$ cat src/hw/rtl/md5_stream_hash_core_defines.svh
// Assertion macros shared by the MD5 stream hash RTL.
`ifndef MD5_STREAM_HASH_CORE_DEFINES_SVH
`define MD5_STREAM_HASH_CORE_DEFINES_SVH

// Same-cycle implication, sampled on clk and disabled while rst_n is low.
`define MD5SH_ASSERT_NOW(lbl, ante, cons, msg) \
  lbl: assert property (@(posedge clk) disable iff (!rst_n) (ante) |-> (cons)) \
    else $error(msg);

// Next-cycle implication, sampled on clk and disabled while rst_n is low.
`define MD5SH_ASSERT_NEXT(lbl, ante, cons, msg) \
  lbl: assert property (@(posedge clk) disable iff (!rst_n) (ante) |=> (cons)) \
    else $error(msg);

`endif

$ cat src/hw/rtl/md5sh_pkg.sv
// Types, constants and round tables of the MD5 stream hash core.
`timescale 1ns / 1ps

package md5sh_pkg;

  // Control sequencer states.
  typedef enum logic [2:0] {
    ST_IDLE,
    ST_PAD,
    ST_COMP_RD,
    ST_COMP,
    ST_COMP_ADD,
    ST_OUT
  } md5sh_state_t;

  // Where the sequencer goes once a block compression completes.
  typedef enum logic [1:0] {
    RET_IDLE,
    RET_PAD,
    RET_OUT
  } md5sh_ret_t;

  // Working words of the compression rounds.
  typedef struct packed {
    logic [31:0] a;
    logic [31:0] b;
    logic [31:0] c;
    logic [31:0] d;
  } md5sh_work_t;

  localparam logic [31:0] IV_A = 32'h67452301;
  localparam logic [31:0] IV_B = 32'hefcdab89;
  localparam logic [31:0] IV_C = 32'h98badcfe;
  localparam logic [31:0] IV_D = 32'h10325476;

  localparam logic [7:0] PAD_BYTE    = 8'h80;
  localparam logic [7:0] ZERO_BYTE   = 8'h00;
  localparam logic [5:0] LEN_OFFSET  = 6'd56;
  localparam logic [5:0] LAST_OFFSET = 6'd63;
  localparam logic [5:0] LAST_ROUND  = 6'd63;
  localparam logic [63:0] BYTE_BITS  = 64'd8;

  localparam logic [31:0] K_TABLE [64] = '{
    32'hd76aa478, 32'he8c7b756, 32'h242070db, 32'hc1bdceee,
    32'hf57c0faf, 32'h4787c62a, 32'ha8304613, 32'hfd469501,
    32'h698098d8, 32'h8b44f7af, 32'hffff5bb1, 32'h895cd7be,
    32'h6b901122, 32'hfd987193, 32'ha679438e, 32'h49b40821,
    32'hf61e2562, 32'hc040b340, 32'h265e5a51, 32'he9b6c7aa,
    32'hd62f105d, 32'h02441453, 32'hd8a1e681, 32'he7d3fbc8,
    32'h21e1cde6, 32'hc33707d6, 32'hf4d50d87, 32'h455a14ed,
    32'ha9e3e905, 32'hfcefa3f8, 32'h676f02d9, 32'h8d2a4c8a,
    32'hfffa3942, 32'h8771f681, 32'h6d9d6122, 32'hfde5380c,
    32'ha4beea44, 32'h4bdecfa9, 32'hf6bb4b60, 32'hbebfbc70,
    32'h289b7ec6, 32'heaa127fa, 32'hd4ef3085, 32'h04881d05,
    32'hd9d4d039, 32'he6db99e5, 32'h1fa27cf8, 32'hc4ac5665,
    32'hf4292244, 32'h432aff97, 32'hab9423a7, 32'hfc93a039,
    32'h655b59c3, 32'h8f0ccc92, 32'hffeff47d, 32'h85845dd1,
    32'h6fa87e4f, 32'hfe2ce6e0, 32'ha3014314, 32'h4e0811a1,
    32'hf7537e82, 32'hbd3af235, 32'h2ad7d2bb, 32'heb86d391
  };

  // Rotate amounts, four per group of sixteen rounds.
  localparam logic [4:0] ROT_TABLE [16] = '{
    5'd7, 5'd12, 5'd17, 5'd22, 5'd5, 5'd9,  5'd14, 5'd20,
    5'd4, 5'd11, 5'd16, 5'd23, 5'd6, 5'd10, 5'd15, 5'd21
  };

  // Message word used by a round.
  function automatic logic [3:0] md5sh_widx(input logic [5:0] round);
    logic [3:0] r;
    logic [3:0] idx;
    r = round[3:0];
    unique case (round[5:4])
      2'd0:    idx = r;
      2'd1:    idx = (r << 2) + r + 4'd1;
      2'd2:    idx = (r << 1) + r + 4'd5;
      default: idx = (r << 3) - r;
    endcase
    return idx;
  endfunction

  // Rotate amount of a round.
  function automatic logic [4:0] md5sh_rot(input logic [5:0] round);
    return ROT_TABLE[{round[5:4], round[1:0]}];
  endfunction

endpackage

$ cat src/hw/rtl/md5sh_in_if.sv
// Request channel carrying one message byte and its flags.
`timescale 1ns / 1ps

interface md5sh_in_if;
  logic       valid;
  logic       ready;
  logic [7:0] data_byte;
  logic       has_byte;
  logic       end_of_message;

  modport source (output valid, data_byte, has_byte, end_of_message, input ready);
  modport sink   (input valid, data_byte, has_byte, end_of_message, output ready);
endinterface

$ cat src/hw/rtl/md5sh_out_if.sv
// Result channel carrying the four digest words.
`timescale 1ns / 1ps

interface md5sh_out_if;
  logic        valid;
  logic        ready;
  logic [31:0] digest_a;
  logic [31:0] digest_b;
  logic [31:0] digest_c;
  logic [31:0] digest_d;

  modport source (output valid, digest_a, digest_b, digest_c, digest_d, input ready);
  modport sink   (input valid, digest_a, digest_b, digest_c, digest_d, output ready);
endinterface

$ cat src/hw/rtl/md5sh_round.sv
// One MD5 compression round: computes the new b word.
`timescale 1ns / 1ps

module md5sh_round (
  input  md5sh_pkg::md5sh_work_t work,
  input  logic [31:0]            w,
  input  logic [5:0]             round,
  output logic [31:0]            b_new
);
  import md5sh_pkg::*;

  logic [31:0] f;
  logic [31:0] sum;
  logic [4:0]  rot;
  logic [5:0]  rot_rev;
  logic [31:0] rotated;

  // Boolean function of the current group of sixteen rounds.
  always_comb begin
    unique case (round[5:4])
      2'd0:    f = (work.b & work.c) | (~work.b & work.d);
      2'd1:    f = (work.d & work.b) | (~work.d & work.c);
      2'd2:    f = work.b ^ work.c ^ work.d;
      default: f = work.c ^ (work.b | ~work.d);
    endcase
  end

  // Sum, rotate left by a nonzero amount, and add b.
  assign sum     = work.a + f + K_TABLE[round] + w;
  assign rot     = md5sh_rot(round);
  assign rot_rev = 6'd32 - {1'b0, rot};
  assign rotated = (sum << rot) | (sum >> rot_rev);
  assign b_new   = work.b + rotated;

endmodule

$ cat src/hw/rtl/md5_stream_hash_core.sv
// Streaming MD5 digest core: byte intake, padding sequencer and round engine.
//
//   channel  dir  handshake          payload
//   in_ch    in   valid / ready      data_byte, has_byte, end_of_message
//   out_ch   out  valid / ready      digest_a, digest_b, digest_c, digest_d
//
// A request without end_of_message is taken while idle. When its byte completes
// a 64-byte block, the sequencer primes the block memory read, runs 64 rounds on
// the single round unit (one memory word per round), then folds the result into
// the chaining words. An end_of_message request pushes one padding byte per cycle
// (9 to 72 bytes), pausing while a filled block is compressed.
// Reset is synchronous and active low; the block memory needs no clearing pass.
// A digest waits in the output register; only the next digest stalls on out_ch.
`timescale 1ns / 1ps
`include "md5_stream_hash_core_defines.svh"

module md5_stream_hash_core (
  input  logic               clk,
  input  logic               rst_n,
  md5sh_in_if.sink           in_ch,
  md5sh_out_if.source        out_ch
);
  import md5sh_pkg::*;

  md5sh_state_t state_r, state_nxt;
  md5sh_ret_t   ret_r, ret_nxt;
  logic [5:0]   fill_r, fill_nxt;
  logic [63:0]  bit_len_r, bit_len_nxt;
  logic [31:0]  chain_r [4];
  logic [31:0]  chain_nxt [4];
  logic [5:0]   round_r, round_nxt;
  logic         out_valid_r, out_valid_nxt;
  logic         pad_first_r, pad_first_nxt;
  logic         len_phase_r, len_phase_nxt;
  md5sh_work_t  work_r, work_nxt;
  logic [23:0]  asm_r;
  logic [31:0]  dig_r [4];

  logic [31:0]  blk_mem [16];
  logic [31:0]  rd_data_r;
  logic [3:0]   rd_addr;
  logic [5:0]   rd_round;

  logic         accept;
  logic         push_en;
  logic [7:0]   push_byte;
  logic         len_active;
  logic         out_load;
  logic [31:0]  b_new;

  assign accept     = in_ch.valid && in_ch.ready;
  assign len_active = !pad_first_r && (len_phase_r || (fill_r == LEN_OFFSET));
  assign out_load   = (state_r == ST_OUT) && (!out_valid_r || out_ch.ready);

  // Round engine works on the word read for the current round.
  md5sh_round u_round (
    .work  (work_r),
    .w     (rd_data_r),
    .round (round_r),
    .b_new (b_new)
  );

  // Next state, byte pushes, padding and compression control.
  always_comb begin
    state_nxt     = state_r;
    ret_nxt       = ret_r;
    fill_nxt      = fill_r;
    bit_len_nxt   = bit_len_r;
    chain_nxt     = chain_r;
    round_nxt     = round_r;
    out_valid_nxt = out_valid_r;
    pad_first_nxt = pad_first_r;
    len_phase_nxt = len_phase_r;
    work_nxt      = work_r;
    push_en       = 1'b0;
    push_byte     = in_ch.data_byte;
    in_ch.ready   = 1'b0;

    if (out_valid_r && out_ch.ready) begin
      out_valid_nxt = 1'b0;
    end

    unique case (state_r)
      ST_IDLE: begin
        in_ch.ready = 1'b1;
        if (in_ch.valid) begin
          if (in_ch.end_of_message) begin
            pad_first_nxt = 1'b1;
            len_phase_nxt = 1'b0;
          end
          ret_nxt = in_ch.end_of_message ? RET_PAD : RET_IDLE;
          if (in_ch.has_byte) begin
            push_en     = 1'b1;
            bit_len_nxt = bit_len_r + BYTE_BITS;
          end
          if (in_ch.has_byte && (fill_r == LAST_OFFSET)) begin
            state_nxt = ST_COMP_RD;
          end else if (in_ch.end_of_message) begin
            state_nxt = ST_PAD;
          end
        end
      end
      ST_PAD: begin
        push_en = 1'b1;
        if (pad_first_r) begin
          push_byte = PAD_BYTE;
        end else if (len_active) begin
          push_byte = bit_len_r[{fill_r[2:0], 3'b000} +: 8];
        end else begin
          push_byte = ZERO_BYTE;
        end
        pad_first_nxt = 1'b0;
        len_phase_nxt = len_active;
        if (fill_r == LAST_OFFSET) begin
          state_nxt = ST_COMP_RD;
          ret_nxt   = len_active ? RET_OUT : RET_PAD;
        end
      end
      ST_COMP_RD: begin
        work_nxt  = '{a: chain_r[0], b: chain_r[1], c: chain_r[2], d: chain_r[3]};
        round_nxt = '0;
        state_nxt = ST_COMP;
      end
      ST_COMP: begin
        work_nxt  = '{a: work_r.d, b: b_new, c: work_r.b, d: work_r.c};
        round_nxt = round_r + 6'd1;
        if (round_r == LAST_ROUND) begin
          state_nxt = ST_COMP_ADD;
        end
      end
      ST_COMP_ADD: begin
        chain_nxt[0] = chain_r[0] + work_r.a;
        chain_nxt[1] = chain_r[1] + work_r.b;
        chain_nxt[2] = chain_r[2] + work_r.c;
        chain_nxt[3] = chain_r[3] + work_r.d;
        unique case (ret_r)
          RET_PAD: state_nxt = ST_PAD;
          RET_OUT: state_nxt = ST_OUT;
          default: state_nxt = ST_IDLE;
        endcase
      end
      ST_OUT: begin
        if (out_load) begin
          out_valid_nxt = 1'b1;
          chain_nxt     = '{IV_A, IV_B, IV_C, IV_D};
          fill_nxt      = '0;
          bit_len_nxt   = '0;
          state_nxt     = ST_IDLE;
        end
      end
      default: begin
        state_nxt = ST_IDLE;
      end
    endcase

    if (push_en) begin
      fill_nxt = fill_r + 6'd1;
    end
  end

  // Block memory read address: the word of the round about to run.
  assign rd_round = (state_r == ST_COMP_RD) ? 6'd0 : round_r + 6'd1;
  assign rd_addr  = md5sh_widx(rd_round);

  // Control registers.
  always_ff @(posedge clk) begin
    if (!rst_n) begin
      state_r     <= ST_IDLE;
      ret_r       <= RET_IDLE;
      fill_r      <= '0;
      bit_len_r   <= '0;
      chain_r     <= '{IV_A, IV_B, IV_C, IV_D};
      round_r     <= '0;
      out_valid_r <= 1'b0;
      pad_first_r <= 1'b0;
      len_phase_r <= 1'b0;
    end else begin
      state_r     <= state_nxt;
      ret_r       <= ret_nxt;
      fill_r      <= fill_nxt;
      bit_len_r   <= bit_len_nxt;
      chain_r     <= chain_nxt;
      round_r     <= round_nxt;
      out_valid_r <= out_valid_nxt;
      pad_first_r <= pad_first_nxt;
      len_phase_r <= len_phase_nxt;
    end
  end

  // Working words, byte assembly and digest payload.
  always_ff @(posedge clk) begin
    work_r <= work_nxt;
    if (push_en) begin
      asm_r <= {push_byte, asm_r[23:8]};
    end
    if (out_load) begin
      dig_r <= chain_r;
    end
  end

  // Block memory: a word is written as its fourth byte arrives, read each cycle.
  always_ff @(posedge clk) begin
    if (push_en && (fill_r[1:0] == 2'b11)) begin
      blk_mem[fill_r[5:2]] <= {push_byte, asm_r};
    end
    rd_data_r <= blk_mem[rd_addr];
  end

  assign out_ch.valid    = out_valid_r;
  assign out_ch.digest_a = dig_r[0];
  assign out_ch.digest_b = dig_r[1];
  assign out_ch.digest_c = dig_r[2];
  assign out_ch.digest_d = dig_r[3];

  // Checks on the sequencer.
  `MD5SH_ASSERT_NEXT(a_last_round_folds, (state_r == ST_COMP) && (round_r == LAST_ROUND), state_r == ST_COMP_ADD, "last round did not fold into the chaining words")
  `MD5SH_ASSERT_NEXT(a_end_starts_pad, accept && in_ch.end_of_message, (state_r == ST_PAD) || (state_r == ST_COMP_RD), "end of message did not start padding")
  `MD5SH_ASSERT_NEXT(a_final_fold_outputs, (state_r == ST_COMP_ADD) && (ret_r == RET_OUT), state_r == ST_OUT, "final block did not lead to the digest")
  `MD5SH_ASSERT_NOW(a_digest_from_out, $rose(out_valid_r), $past(state_r) == ST_OUT, "digest appeared outside the output step")
  `MD5SH_ASSERT_NEXT(a_restart_clears, out_load, (fill_r == 6'd0) && (bit_len_r == 64'd0), "message state not cleared after digest")

endmodule
$ cat src/flat_wrapper.sv
// flat-port wrapper written by rule: the top's interface ports become plain ports
module md5_stream_hash_core_flat import md5sh_pkg::*;
  (clk, rst_n, in_ch_valid, in_ch_data_byte, in_ch_has_byte, in_ch_end_of_message, in_ch_ready, out_ch_valid, out_ch_digest_a, out_ch_digest_b, out_ch_digest_c, out_ch_digest_d, out_ch_ready);
  md5sh_in_if in_ch_i ();
  md5sh_out_if out_ch_i ();
  input  logic clk;
  input  logic rst_n;
  input wire logic [$bits(in_ch_i.valid)-1:0] in_ch_valid;
  input wire logic [$bits(in_ch_i.data_byte)-1:0] in_ch_data_byte;
  input wire logic [$bits(in_ch_i.has_byte)-1:0] in_ch_has_byte;
  input wire logic [$bits(in_ch_i.end_of_message)-1:0] in_ch_end_of_message;
  output wire logic [$bits(in_ch_i.ready)-1:0] in_ch_ready;
  output wire logic [$bits(out_ch_i.valid)-1:0] out_ch_valid;
  output wire logic [$bits(out_ch_i.digest_a)-1:0] out_ch_digest_a;
  output wire logic [$bits(out_ch_i.digest_b)-1:0] out_ch_digest_b;
  output wire logic [$bits(out_ch_i.digest_c)-1:0] out_ch_digest_c;
  output wire logic [$bits(out_ch_i.digest_d)-1:0] out_ch_digest_d;
  input wire logic [$bits(out_ch_i.ready)-1:0] out_ch_ready;
  assign in_ch_i.valid = in_ch_valid;
  assign in_ch_i.data_byte = in_ch_data_byte;
  assign in_ch_i.has_byte = in_ch_has_byte;
  assign in_ch_i.end_of_message = in_ch_end_of_message;
  assign in_ch_ready = in_ch_i.ready;
  assign out_ch_valid = out_ch_i.valid;
  assign out_ch_digest_a = out_ch_i.digest_a;
  assign out_ch_digest_b = out_ch_i.digest_b;
  assign out_ch_digest_c = out_ch_i.digest_c;
  assign out_ch_digest_d = out_ch_i.digest_d;
  assign out_ch_i.ready = out_ch_ready;
  md5_stream_hash_core u_core (.clk(clk), .rst_n(rst_n), .in_ch(in_ch_i), .out_ch(out_ch_i));
endmodule
$ cat config.mk
export PLATFORM = sky130hd
export DESIGN_NAME = md5_stream_hash_core_flat
export DESIGN_NICKNAME = d
export VERILOG_FILES = /design/src/hw/rtl/md5sh_pkg.sv /design/src/hw/rtl/md5sh_in_if.sv /design/src/hw/rtl/md5sh_out_if.sv /design/src/hw/rtl/md5sh_round.sv /design/src/hw/rtl/md5_stream_hash_core.sv /design/src/flat_wrapper.sv
export VERILOG_INCLUDE_DIRS = /design/src /design/src/hw/rtl
export SDC_FILE = /design/constraint.sdc
export NUM_CORES = 2
export LEC_CHECK = 0
export BUFFER_PORTS_ARGS = -buffer_cell sky130_fd_sc_hd__buf_2
export CAP_MARGIN = 20
export CORE_MARGIN = 5
export CORE_UTILIZATION = 48
export CTS_BUF_LIST = sky130_fd_sc_hd__clkbuf_2 sky130_fd_sc_hd__clkbuf_4 sky130_fd_sc_hd__clkbuf_8
export CTS_CLUSTER_DIAMETER = 120
export CTS_CLUSTER_SIZE = 25
export DETAILED_ROUTE_END_ITERATION = 8
export GPL_ROUTABILITY_DRIVEN = 1
export GPL_TIMING_DRIVEN = 0
export PLACE_DENSITY = 0.68
export SETUP_SLACK_MARGIN = 0.3
export SLEW_MARGIN = 20
export SYNTH_ARGS = -nofsm -noshare
export SYNTH_HDL_FRONTEND = slang
export SYNTH_SLANG_ARGS = --single-unit
$ cat constraint.sdc
create_clock -name clk -period 24.2 [get_ports clk]
set_input_delay 4.84 -clock clk [delete_from_list [all_inputs] [get_ports clk]]
set_output_delay 4.84 -clock clk [all_outputs]
set_load 0.005 [all_outputs]
==> flow_metrics.tcl <==
set metrics [dict create \
    status "finished, final reports clean" \
    cts_tree "done" \
    tns_ps 0 \
    critical-path-max-stage-delay_ps 940 \
    layout.cell_area.non_filler_mm2 0.0636 \
    post_route_cells_drive_above_1_share_pct 7.58 \
    placement.io_buffers 143 \
    deepest_clock_path_buffer_count 3 \
    pin_count 144 \
    ys.warnings.count 0 \
    grt_first_pass_wirelength_mm 331 \
    die_width_um 360 \
    antenna_found_initial 8 \
    nNetsFinal 6492 \
    post_drt_wl_per_cell_um 29.7 \
    post_synth_instance_area_mm2 0.0588 \
    critical_path.most_common_cell "clkbuf_1" \
    cp_max_fo 10 \
    skew_ps 73.9 \
    die_h_um 360 \
    multi_input_area_mm2 0.0281 \
    cp_data_arrival_time_ps 14930 \
    maxCapViolations 0 \
    drt_first_pass_iters 7 \
    detail_route.wirelength_mm 234 \
    highest_attainable_clock_frequency_mhz 69.4 \
    area.growth.synth_to_final_pct 8.27 \
    drcViolationCount 0 \
    detailedRoute.firstIterationViolations 6395 \
    clock_tree.root_cell "clkbuf_8" \
    number_of_rows_in_the_core_area 128 \
    synth_cells 5942 \
    post_layout_nonfiller_instances 7861 \
    filler_cell_count 11200 \
    leakage_nw 23.0 \
    worst-setup-path-type "reg -> reg" \
    detailed_place.area_mm2 0.0625 \
    synth_edf_count 792 \
    max-slew-margin-rel_pct 16.2 \
    cts_resized 0 \
    met2WireLength_mm 105 \
    yosysTopAreaCell "edfxtp_1" \
    synth_ff_type "edfxtp_1" \
    setup.worst_path.end_class "flop" \
    wl_met1_mm 91.4 \
    maxUsedRoutingLayer "met5" \
    power_density_mw_per_mm2 133 \
    critPathLaunchType "flop" \
    clkLatencyLatePin_ps 850 \
    synth.top_cells.by_area "edfxtp_1 40%, dfxtp_1 8.2%, nand2_1 5.3%" \
    gr-usage-all-layers_pct 34.7 \
    grt_start_max_net_pins 78 \
    routabilityCongestion 1.06 \
    finalSetupViolations 0 \
    hold_viol_final 0 \
    highest_delay_cell_along_the_critical_path "clkbuf_1" \
    route.vias.total 50300 \
    cts.htree.levels 2 \
    synth.avg_cell_area_um2 9.89 \
    postRouteAntennaNets 0 \
    vias_in_the_first_global_route 46900 \
    actual_transition_at_the_worst_max_transition_pin_ps 1260 \
    path_category_of_the_worst_min_delay_check "reg -> reg" \
    area_fraction_of_the_dominant_cell_type_after_synthesis_pct 40.5 \
    cts_hold_buffers 0 \
    final.period_utilization_pct 59.5 \
    die_area_mm2 0.130 \
    worst_slack_ps 9790 \
    grt-ovfl-total 0 \
    unrepaired_setup_endpoints_after_global_routing "no" \
    cts_num_sinks 1033 \
    cts_post_setup_buffers_inserted 0 \
    synthesized_net_count 6245 \
    power.ir.vdd_worst_v 0.000107 \
    clk_pin_slew_ps 170 \
    place.detailed.hpwl_mm 178 \
    cts_made_buffers 49 \
    post-place-ws_ps 10460 \
    core_area_mm2 0.122 \
    seq_area_mm2 0.0286 \
    synth.lib_cells_used.distinct 94 \
    initial_core_util_pct 48.3 \
    met3WireLength_mm 21.5 \
    synthArstFlopShare_pct 0 \
    cp.required_ps 24720 \
    final.min_clock_period_ps 14410 \
    dp.cells 7762 \
    slew_violations 0 \
    synth.ff_latch_count 1033 \
    routed_via_density 6.39 \
    synth_seq_area_share_pct 48.7 \
]
-- power breakdown --
group | internal, W | total (W) | switching (W) | leakage (nW)
Combinational | 0.00179 | 0.00521 | 0.00342 | 13.4
Sequential | 0.00217 | 0.00241 | 0.000243 | 9.03
Clock | 0.000256 | 0.000813 | 0.000557 | 0.564
Total | 0.00422 | 0.00844 | 0.00422 | 23.0
-- cell type report --
type / instances / area share, %
clock buffer: 83 / 1.47
buffer: 356 / 2.16
timing repair buffer: 196 / 2.43
clock inverter: 8 / 0.179
tap: 1625 / 3.19
antenna: 7 / 0.0275
inverter: 241 / 1.44
sequential: 1033 / 45.0
multi-input combinational: 4312 / 44.1
-- per-layer routing --
layer / GRT usage (%) / vias up
li1: - / 22300
met1: 45.5 / 24500
met2: 55.0 / 2839
met3: 6.06 / 625
met4: 18.9 / 4
met5: 0 / -
-- worst max-delay path, delay by kind of cell (launching register included) --
family / cells / cell delay (ps)
XOR/XNOR: 2 / 630
buffers and inverters: 9 / 4430
AND/OR/NAND/NOR: 1 / 60
flip-flops: 1 / 390
multiplexers: 3 / 950
adder cells (fa/ha/maj): 5 / 1940
AO/OA/AOI/OAI: 20 / 5700
-- Yosys cell counts, types with 68 or more instances --
library cell and count:
nor3_1 158, and2_0 85, a21oi_1 454, a211oi_1 216, o21ai_0 245, a31oi_1 146, o21ai_1 89, dfxtp_1 241
nand2_1 835, fa_1 68, ha_1 221, a21o_1 101, and2_1 74, a311oi_1 79, mux2_2 76, nand3_1 126
inv_1 232, edfxtp_1 792, clkbuf_1 300, xor2_1 129, nor2_1 342, xnor2_1 122
-- sequential cells by signal, indices dropped and copies added (netlist names), 2 cells and up --
| signal | count |
|---|---|
| u_core.asm_r | 24 |
| u_core.bit_len_r | 61 |
| u_core.blk_mem | 512 |
| u_core.chain_r | 128 |
| u_core.fill_r | 6 |
| u_core.out_ch.digest_a | 32 |
| u_core.out_ch.digest_b | 32 |
| u_core.out_ch.digest_c | 32 |
| u_core.out_ch.digest_d | 32 |
| u_core.rd_data_r | 32 |
| u_core.ret_r | 2 |
| u_core.round_r | 6 |
| u_core.state_r | 3 |
| u_core.work_r | 128 |
-- path summary, 6_finish.rpt --
kind                                                       from                                   end  depth (start not counted)  slack [ps]
worst max-delay path             u_core.round_r[4]$_SDFFE_PN0P_           u_core.work_r[94]$_DFFE_PP_                         40        9790
worst max register to register   u_core.round_r[4]$_SDFFE_PN0P_           u_core.work_r[94]$_DFFE_PP_                         40        9790
worst min register to register  u_core.chain_r[19]$_SDFFE_PN0P_  u_core.out_ch.digest_d[19]$_DFFE_PP_                          0         480
worst min-delay path            u_core.chain_r[19]$_SDFFE_PN0P_  u_core.out_ch.digest_d[19]$_DFFE_PP_                          0         480
-- cells by family (layout without fill, tap and decap cells) --
logic type               count (synthesis)  after routing  share of synthesized area (%)
AND/OR/NAND/NOR                       1913           1913                           15.0
AO/OA/AOI/OAI                         1713           1713                           18.7
flip-flops                            1033           1033                           48.7
buffers and inverters                  597            884                           3.85
adder cells (fa/ha/maj)                290            290                           7.04
XOR/XNOR                               252            252                           3.77
multiplexers                           144            144                           3.00
other                                    0              7                              0
-- cell usage in the layout (no fill, tap or decap), types with 50 or more instances in the layout --
cell type and n:
and2_1 74, nor2b_1 50, xnor2_1 121, nor3_1 153, nand2_1 835, clkbuf_8 50, fa_1 68, a211oi_1 216
mux2i_1 50, nand3_1 126, a21o_1 101, edfxtp_1 792, nor2_1 330, and2_0 85, inv_1 231, o21ai_1 89
clkbuf_1 289, mux2_2 76, a31oi_1 146, a21oi_1 454, xor2_1 128, ha_1 221, a311oi_1 78, o21ai_0 238
dfxtp_1 241, buf_2 155
-- per-stage QoR --
| step | power [W] | util [%] | hold WS (ps) |
|---|---|---|---|
| detailed placement | 0.00747 | 51.4 | 478 |
| CTS | 0.00828 | 52.2 | 491 |
| floorplan | 0.00575 | - | 445 |
| finish | 0.00844 | 52.3 | 482 |
| global placement | 0.00745 | 50.6 | 473 |
| global route | 0.00887 | 52.3 | 513 |
Note: power is estimated with default switching activity, not from simulation.
